File: src/hw/rtl/assert_macros.svh
// Assertion helpers, clocked on the rising edge and off while reset is held.
`ifndef ASSERT_MACROS_SVH
`define ASSERT_MACROS_SVH

// Same-cycle implication.
`define ASSERT_IMPL(label, clk, rst_n, ante, cons, msg) \
  label: assert property (@(posedge clk) disable iff (!rst_n) (ante) |-> (cons)) \
    else $error(msg);

// Next-cycle implication.
`define ASSERT_NEXT(label, clk, rst_n, ante, cons, msg) \
  label: assert property (@(posedge clk) disable iff (!rst_n) (ante) |=> (cons)) \
    else $error(msg);

`endif

File: src/hw/rtl/albg_pkg.sv
package albg_pkg;

  localparam int NUM_COLUMNS = 16;
  localparam int COL_W       = $clog2(NUM_COLUMNS);
  localparam int CNT_W       = $clog2(NUM_COLUMNS + 1);

  localparam int DATA_W      = 16;
  localparam int START_W     = 4;
  localparam int COLUMN_W    = 4;
  localparam int ADDR_W      = 7;
  localparam int CHAR_W      = 8;

  // quantum = range / NUM_COLUMNS + 1 never exceeds this
  localparam int QUANT_MAX   = (2 ** DATA_W - 1) / NUM_COLUMNS + 1;
  localparam int QUANT_W     = $clog2(QUANT_MAX + 1);
  localparam int STEP_W      = $clog2(DATA_W);
  localparam int LEVEL_W     = $clog2(NUM_COLUMNS + 1);

  localparam logic [CHAR_W-1:0]  BLANK_CHAR = CHAR_W'(8'h10);
  localparam logic [CHAR_W-1:0]  FULL_GLYPH = CHAR_W'(7);
  localparam logic [LEVEL_W-1:0] TOP_SPLIT  = LEVEL_W'(9);

  localparam int CFG_IDX_W = 1;
  localparam logic [CFG_IDX_W-1:0] CFG_FIRST_ROW  = CFG_IDX_W'(0);
  localparam logic [CFG_IDX_W-1:0] CFG_SECOND_ROW = CFG_IDX_W'(1);

  localparam logic [ADDR_W-1:0] FIRST_ROW_RESET  = ADDR_W'(0);
  localparam logic [ADDR_W-1:0] SECOND_ROW_RESET = ADDR_W'(64);

  function automatic logic [CHAR_W-1:0] top_char(input logic [LEVEL_W-1:0] lvl);
    logic [CHAR_W-1:0] code;
    if (lvl < TOP_SPLIT) code = BLANK_CHAR;
    else                 code = CHAR_W'(lvl - TOP_SPLIT);
    return code;
  endfunction

  function automatic logic [CHAR_W-1:0] bottom_char(input logic [LEVEL_W-1:0] lvl);
    logic [CHAR_W-1:0] code;
    if (lvl > LEVEL_W'(FULL_GLYPH)) code = FULL_GLYPH;
    else if (lvl != '0)             code = CHAR_W'(lvl - LEVEL_W'(1));
    else                            code = BLANK_CHAR;
    return code;
  endfunction

endpackage

File: src/hw/rtl/autoscaled_lcd_bar_graph.sv
// Autoscaled two-row bar graph for a character display. Each request carries
// one 16-bit sample; samples fill a 16-entry ring, one per cycle while idle. The
// request flagged frame_end closes the frame: start_index picks the entry shown
// in column zero, and the block then streams 32 character writes, top row then
// bottom row for each column, last_write set on the final one. Input stays
// stalled while a frame is processed: a min/max scan over the sample memory
// (one read port), a setup step, a divide for the offset, then per column a
// memory read, operand load, divide, encode and two writes. All divides go
// through one shared restoring divider, one quotient bit per cycle. The user
// must see that row base addresses are written through the cfg port only
// while idle; the block itself does not enforce it.
module autoscaled_lcd_bar_graph
  import albg_pkg::*;
(
  input  logic                 clk,
  input  logic                 rst_n,
  input  logic                 in_valid,
  output logic                 in_stall,
  input  logic [DATA_W-1:0]    in_sample,
  input  logic [START_W-1:0]   in_start_index,
  input  logic                 in_frame_end,
  output logic                 out_valid,
  input  logic                 out_stall,
  output logic [COLUMN_W-1:0]  out_column,
  output logic [ADDR_W-1:0]    out_ddram_address,
  output logic [CHAR_W-1:0]    out_char_code,
  output logic                 out_last_write,
  input  logic                 cfg_valid,
  output logic                 cfg_ready,
  input  logic [CFG_IDX_W-1:0] cfg_index,
  input  logic [ADDR_W-1:0]    cfg_data
);

  typedef enum logic [3:0] {
    ST_IDLE,
    ST_SCAN,
    ST_OFS_START,
    ST_OFS_DIV,
    ST_COL_RD,
    ST_COL_LD,
    ST_COL_DIV,
    ST_ENCODE,
    ST_EMIT_TOP,
    ST_EMIT_BOT
  } state_t;

  state_t              state_r;
  logic [COL_W-1:0]    load_cnt_r;
  logic [CNT_W-1:0]    scan_cnt_r;
  logic [COL_W-1:0]    col_r;
  logic [START_W-1:0]  start_r;
  logic [DATA_W-1:0]   mn_r, mx_r;
  logic [QUANT_W-1:0]  quant_r;
  logic [LEVEL_W-1:0]  offset_r;
  logic [CHAR_W-1:0]   top_code_r, bot_code_r;
  logic [ADDR_W-1:0]   first_base_r, second_base_r;

  // shared divider
  logic [DATA_W-1:0]   quo_r, quo_nxt;
  logic [QUANT_W-1:0]  rem_r, rem_nxt;
  logic [STEP_W-1:0]   step_r;
  logic [QUANT_W:0]    trial, diff;

  logic                out_valid_r, out_last_r;
  logic [COLUMN_W-1:0] out_column_r;
  logic [ADDR_W-1:0]   out_addr_r;
  logic [CHAR_W-1:0]   out_char_r;

  logic [DATA_W-1:0]   mem [NUM_COLUMNS];
  logic [DATA_W-1:0]   rd_data_r;
  logic [COL_W-1:0]    rd_addr;
  logic [CNT_W:0]      ring_sum;
  logic [COL_W-1:0]    ring_idx;

  logic                in_take, out_free, mem_we;
  logic [DATA_W-1:0]   range;
  logic [DATA_W:0]     lvl_sum;
  logic [LEVEL_W-1:0]  level;

  assign in_stall  = (state_r != ST_IDLE);
  assign in_take   = in_valid && !in_stall;
  assign mem_we    = in_take;
  assign out_free  = !out_valid_r || !out_stall;
  assign cfg_ready = 1'b1;

  assign out_valid         = out_valid_r;
  assign out_column        = out_column_r;
  assign out_ddram_address = out_addr_r;
  assign out_char_code     = out_char_r;
  assign out_last_write    = out_last_r;

  assign range = mx_r - mn_r;

  always_comb begin
    ring_sum = (CNT_W + 1)'(start_r) + (CNT_W + 1)'(col_r);
    if (ring_sum >= (CNT_W + 1)'(NUM_COLUMNS)) begin
      ring_sum = ring_sum - (CNT_W + 1)'(NUM_COLUMNS);
    end
    ring_idx = ring_sum[COL_W-1:0];
    rd_addr  = (state_r == ST_SCAN) ? scan_cnt_r[COL_W-1:0] : ring_idx;
  end

  // one restoring step: shift in the next dividend bit, subtract if it fits
  always_comb begin
    trial   = {rem_r, quo_r[DATA_W-1]};
    diff    = trial - {1'b0, quant_r};
    quo_nxt = {quo_r[DATA_W-2:0], 1'b0};
    rem_nxt = trial[QUANT_W-1:0];
    if (trial >= {1'b0, quant_r}) begin
      quo_nxt[0] = 1'b1;
      rem_nxt    = diff[QUANT_W-1:0];
    end
  end

  // level = q + N/2 - offset, floored at zero, saturated at N
  always_comb begin
    lvl_sum = {1'b0, quo_r} + (DATA_W + 1)'(NUM_COLUMNS / 2);
    if (lvl_sum > (DATA_W + 1)'(offset_r)) begin
      lvl_sum = lvl_sum - (DATA_W + 1)'(offset_r);
    end else begin
      lvl_sum = '0;
    end
    if (lvl_sum > (DATA_W + 1)'(NUM_COLUMNS)) begin
      level = LEVEL_W'(NUM_COLUMNS);
    end else begin
      level = lvl_sum[LEVEL_W-1:0];
    end
  end

  always_ff @(posedge clk) begin
    if (mem_we) begin
      mem[load_cnt_r] <= in_sample;
    end
    rd_data_r <= mem[rd_addr];
  end

  always_ff @(posedge clk) begin
    if (!rst_n) begin
      state_r       <= ST_IDLE;
      load_cnt_r    <= '0;
      scan_cnt_r    <= '0;
      col_r         <= '0;
      step_r        <= '0;
      out_valid_r   <= 1'b0;
      first_base_r  <= FIRST_ROW_RESET;
      second_base_r <= SECOND_ROW_RESET;
    end else begin
      if (cfg_valid && cfg_ready) begin
        unique case (cfg_index)
          CFG_FIRST_ROW:  first_base_r  <= cfg_data;
          CFG_SECOND_ROW: second_base_r <= cfg_data;
          default: ;
        endcase
      end

      // the emit states drive the output register themselves
      if (out_valid_r && !out_stall && state_r != ST_EMIT_TOP && state_r != ST_EMIT_BOT) begin
        out_valid_r <= 1'b0;
      end

      unique case (state_r)
        ST_IDLE: begin
          if (in_take) begin
            if (in_frame_end) begin
              load_cnt_r <= '0;
              start_r    <= in_start_index;
              scan_cnt_r <= '0;
              state_r    <= ST_SCAN;
            end else if (load_cnt_r == COL_W'(NUM_COLUMNS - 1)) begin
              load_cnt_r <= '0;
            end else begin
              load_cnt_r <= load_cnt_r + COL_W'(1);
            end
          end
        end

        // read data is registered, so it arrives the cycle after its address
        ST_SCAN: begin
          if (scan_cnt_r == CNT_W'(1)) begin
            mn_r <= rd_data_r;
            mx_r <= rd_data_r;
          end else if (scan_cnt_r != '0) begin
            if (rd_data_r < mn_r) mn_r <= rd_data_r;
            if (rd_data_r > mx_r) mx_r <= rd_data_r;
          end
          if (scan_cnt_r == CNT_W'(NUM_COLUMNS)) begin
            state_r <= ST_OFS_START;
          end else begin
            scan_cnt_r <= scan_cnt_r + CNT_W'(1);
          end
        end

        ST_OFS_START: begin
          quant_r <= QUANT_W'(range >> COL_W) + QUANT_W'(1);
          quo_r   <= range >> 1;
          rem_r   <= '0;
          step_r  <= '0;
          state_r <= ST_OFS_DIV;
        end

        ST_OFS_DIV: begin
          quo_r  <= quo_nxt;
          rem_r  <= rem_nxt;
          step_r <= step_r + STEP_W'(1);
          if (step_r == STEP_W'(DATA_W - 1)) begin
            offset_r <= quo_nxt[LEVEL_W-1:0];
            col_r    <= '0;
            state_r  <= ST_COL_RD;
          end
        end

        ST_COL_RD: begin
          state_r <= ST_COL_LD;
        end

        ST_COL_LD: begin
          quo_r   <= rd_data_r - mn_r;
          rem_r   <= '0;
          step_r  <= '0;
          state_r <= ST_COL_DIV;
        end

        ST_COL_DIV: begin
          quo_r  <= quo_nxt;
          rem_r  <= rem_nxt;
          step_r <= step_r + STEP_W'(1);
          if (step_r == STEP_W'(DATA_W - 1)) begin
            state_r <= ST_ENCODE;
          end
        end

        ST_ENCODE: begin
          top_code_r <= top_char(level);
          bot_code_r <= bottom_char(level);
          state_r    <= ST_EMIT_TOP;
        end

        ST_EMIT_TOP: begin
          if (out_free) begin
            out_valid_r  <= 1'b1;
            out_column_r <= COLUMN_W'(col_r);
            out_addr_r   <= first_base_r + ADDR_W'(col_r);
            out_char_r   <= top_code_r;
            out_last_r   <= 1'b0;
            state_r      <= ST_EMIT_BOT;
          end
        end

        ST_EMIT_BOT: begin
          if (out_free) begin
            out_valid_r  <= 1'b1;
            out_column_r <= COLUMN_W'(col_r);
            out_addr_r   <= second_base_r + ADDR_W'(col_r);
            out_char_r   <= bot_code_r;
            out_last_r   <= (col_r == COL_W'(NUM_COLUMNS - 1));
            if (col_r == COL_W'(NUM_COLUMNS - 1)) begin
              state_r <= ST_IDLE;
            end else begin
              col_r   <= col_r + COL_W'(1);
              state_r <= ST_COL_RD;
            end
          end
        end

        default: state_r <= ST_IDLE;
      endcase
    end
  end

`include "assert_macros.svh"

  `ASSERT_NEXT(a_frame_end_stalls, clk, rst_n,
    in_take && in_frame_end, in_stall && load_cnt_r == '0,
    "frame end did not start processing")
  `ASSERT_IMPL(a_last_on_final_column, clk, rst_n,
    out_valid && out_last_write,
    out_column == COLUMN_W'(NUM_COLUMNS - 1)
      && out_ddram_address == second_base_r + ADDR_W'(NUM_COLUMNS - 1),
    "last write not on final bottom-row column")
  `ASSERT_IMPL(a_divisor_nonzero, clk, rst_n,
    state_r == ST_OFS_DIV || state_r == ST_COL_DIV, quant_r != '0,
    "divide by zero quantum")
  `ASSERT_NEXT(a_bottom_follows_top, clk, rst_n,
    state_r == ST_EMIT_TOP && out_free,
    out_valid && !out_last_write && state_r == ST_EMIT_BOT,
    "top-row write not followed by bottom-row phase")

endmodule
File: config.mk
export PLATFORM = sky130hd
export DESIGN_NAME = autoscaled_lcd_bar_graph
export DESIGN_NICKNAME = d
export VERILOG_FILES = /design/src/hw/rtl/albg_pkg.sv /design/src/hw/rtl/autoscaled_lcd_bar_graph.sv
export VERILOG_INCLUDE_DIRS = /design/src /design/src/hw/rtl
export SDC_FILE = /design/constraint.sdc
export NUM_CORES = 1
export LEC_CHECK = 0
export ABC_CLOCK_PERIOD_IN_PS = 8400
export BUFFER_PORTS_ARGS = -buffer_cell sky130_fd_sc_hd__buf_2
export CORE_UTILIZATION = 40
export CTS_BUF_LIST = sky130_fd_sc_hd__clkbuf_16
export CTS_CLUSTER_SIZE = 12
export DETAILED_ROUTE_END_ITERATION = 6
export SYNTH_ARGS = -nofsm -noshare
export SYNTH_HDL_FRONTEND = slang
export SYNTH_SLANG_ARGS = --single-unit
File: constraint.sdc
create_clock -name clk -period 8.4 [get_ports clk]
set_input_delay 0.84 -clock clk [delete_from_list [all_inputs] [get_ports clk]]
set_output_delay 0.84 -clock clk [all_outputs]
set_load 0.1 [all_outputs]
==> impl_metrics.toml <==
[run_status]
status = "finished, final reports clean"

[synthesis]
synth-edff-count = 369
syn_area_um2 = 19760
async_flop_share_pct = 0
synthDistinctLibCells = 74
yosysSeqAreaShare_pct = 61.33
ys.flop_type = "edfxtp_1"
synth_fp_nets = 1577
synth.avg_cell_area_um2 = 13.60
yosysWarnings = 0
syn_inst = 1453
ys_ff_latch = 421

[cts]
clk_pin_slew_worst_paths_ns = 0.06
cts_inserted_buffers = 45
htreeDepth = 2
clock-sinks = 421
tritoncts = "built"
clkLatencyLatePin_ns = 0.57
cts_resized = 0
clockBufferDepth = 3
postCtsSetupBuffers = 0
holdBufCountCts = 0
root_buffer = "clkbuf_16"

[timing]
slew_headroom_pct = 33.26
setup_ws_ns = 4.193
setup_tns_ns = 0
whs_ns = 0.4438
tightestPinTransition_ns = 1.001
fin_skew_ns = 0.02700
rsz0062_at_grt = "no"
setup_viol = 0
drv_slew = 0
max_freq_mhz = 237.7
period_minus_slack_ns = 4.207
hold_viol = 0
min_period_over_period_pct = 50.09

[floorplanning]
num_rows = 81
die_width_um = 224.3
start_util_pct = 40.46
die_area_um2 = 50300
core_region_area_um2 = 48850
ioPinCount = 57
fp.dieH_um = 224.3

[place]
gp_congestion = 0.8420
dp_hpwl_um = 27750
place_ws_ns = 4.162
dpl_cell_area_um2 = 20940
numPortBuffers = 55
placed_cells = 2146

[final_layout]
utilization_pct = 45.74
post-route-cell-area_um2 = 22340
fin_cells = 2230
multi_input_area_um2 = 7176
fillers = 4373
final_layout_size_suffix_gt1_share_pct = 16.01
mostFrequentLayoutCells = "369 x edfxtp_1, 102 x nand2_1, 98 x inv_1"
area_growth_syn_to_layout_pct = 13.05
regArea_um2 = 12120
final_common_cell = "edfxtp_1"
fin_nets = 1653

[hold_path]
hold_class = "primary input to register"

[detailed_routing]
vias_per_cell = 5.379
vias = 12000
wl_per_cell_um = 19.37
route.final.wire_length_um = 43200
final_antenna_net_count = 0
route.detailed.drc = 0
firstDrtPassIters = 5
drtIter0Drc = 723

[power]
p_per_area_nw_per_um2 = 245.5
vdd_drop_max_mv = 0.1753
p_leak_nw = 8.000
power_mw = 5.486

[global_routing]
grt_pass1_wl_um = 67990
grt_start_max_net_pins = 65
grt_use_total_pct = 17.50
overflow = 0
grt_pass1_vias = 12000
antenna_found_initial = 5

[job]
max_cap_violations = 0

[setup_path]
crit_required_ns = 8.83
crit_path_end_kind = "register"
cp.arrival_ns = 4.64
worstSetupPathType = "register to register"
crit_fanout = 9
critPathLaunchType = "register"
-- power breakdown --
group / total (mW) / switching [mW] / leakage [nW] / internal (mW)
Clock: 1.88 / 0.810 / 0.735 / 1.07
Sequential: 2.50 / 0.102 / 3.76 / 2.39
Combinational: 1.11 / 0.638 / 3.50 / 0.471
Total: 5.49 / 1.55 / 8.00 / 3.94
-- worst max-delay path, stage by stage (launching register included) --
cell       delay, ns
edfxtp_1        0.52
ha_1            0.34
ha_1            0.33
and2_1          0.19
a22o_1          0.23
nor3_2          0.21
nand4b_1        0.13
a211o_1         0.32
a2111oi_2       0.35
nand3b_1        0.19
or2_2           0.32
ha_1            0.29
or4_1           0.56
nor2_1          0.10
-- worst paths after layout --
check / startpoint / end / slack (ns) / cells past startpoint
max: quo_r[3] / top_code_r[6] / 4.19 / 13
min: in_start_index[3] / start_r[3] / 0.44 / 1
max reg2reg: quo_r[3] / top_code_r[6] / 4.19 / 13
min reg2reg: second_base_r[3] / second_base_r[3] / 0.46 / 2
-- metal layers --
metal | up-vias | global-route usage [%] | share of wire [%]
met1 | 5946 | 23.79 | 45
li1 | 5689 | - | -
met4 | 4 | 4.762 | 2.0
met2 | 289 | 29.08 | 48
met5 | - | 0 | 0.051
met3 | 68 | 2.861 | 5.0
-- synthesized netlist by cell type, drive strengths merged (4+ instances only) --
library cell	count	area (µm²)
a21o	14	105.1
nand4	10	68.81
xor2	35	306.5
a31oi	27	168.9
xnor2	31	271.5
a22oi	9	67.56
edfxtp	369	11080
or3	9	56.30
a21boi	4	30.03
o21bai	6	45.04
nor4	11	68.82
o221ai	4	35.03
o21a	19	142.6
a21oi	59	295.3
nor2b	18	112.6
o21ai	52	260.3
ha	84	1051
fa	6	120.1
and3	8	50.05
inv	84	315.3
buf	24	126.4
nand3	37	190.2
and2	29	181.4
or4	4	30.03
o31ai	10	75.07
mux2	12	135.1
nor2	95	356.6
o311ai	4	35.04
mux2i	13	130.1
nand2	103	389.1
nand2b	11	68.82
a211oi	29	217.7
nor3	24	130.1
clkbuf	31	116.4
dfxtp	52	1041
or2	6	37.54
mux4	64	1441
-- registers in the layout, indices dropped and copies added (netlist names), 4 cells and up --
| signal | flops |
|---|---|
| bot_code_r | 6 |
| quo_r | 16 |
| start_r | 4 |
| rd_data_r | 16 |
| first_base_r | 7 |
| rem_r | 13 |
| mx_r | 16 |
| scan_cnt_r | 5 |
| mem | 256 |
| state_r | 4 |
| quant_r | 13 |
| out_ddram_address | 7 |
| offset_r | 5 |
| step_r | 4 |
| load_cnt_r | 4 |
| out_char_code | 6 |
| out_column | 4 |
| top_code_r | 6 |
| col_r | 4 |
| second_base_r | 7 |
| mn_r | 16 |
-- cells by family (layout without fill, tap and decap cells) --
logic type / Yosys count / after routing / share of synthesized area, %
multiplexers: 89 / 89 / 8.635
other: 1 / 5 / 0.01897
XOR/XNOR: 66 / 66 / 2.925
AO/OA/AOI/OAI: 269 / 269 / 8.964
adder cells (fa/ha/maj): 90 / 90 / 5.926
buffers and inverters: 139 / 248 / 2.823
AND/OR/NAND/NOR: 378 / 378 / 9.376
flip-flops: 421 / 421 / 61.33
-- layout make-up --
cell class / count / area share (%)
well taps: 664 / 3.718
diodes: 4 / 0.04480
flip-flops and latches: 421 / 54.25
multi-input cells: 893 / 32.11
repair buffers: 84 / 2.206
clock buffers: 45 / 5.040
inverters: 84 / 1.411
clock inverters: 35 / 1.215
No activity file was read; power rests on OpenSTA's default activity.
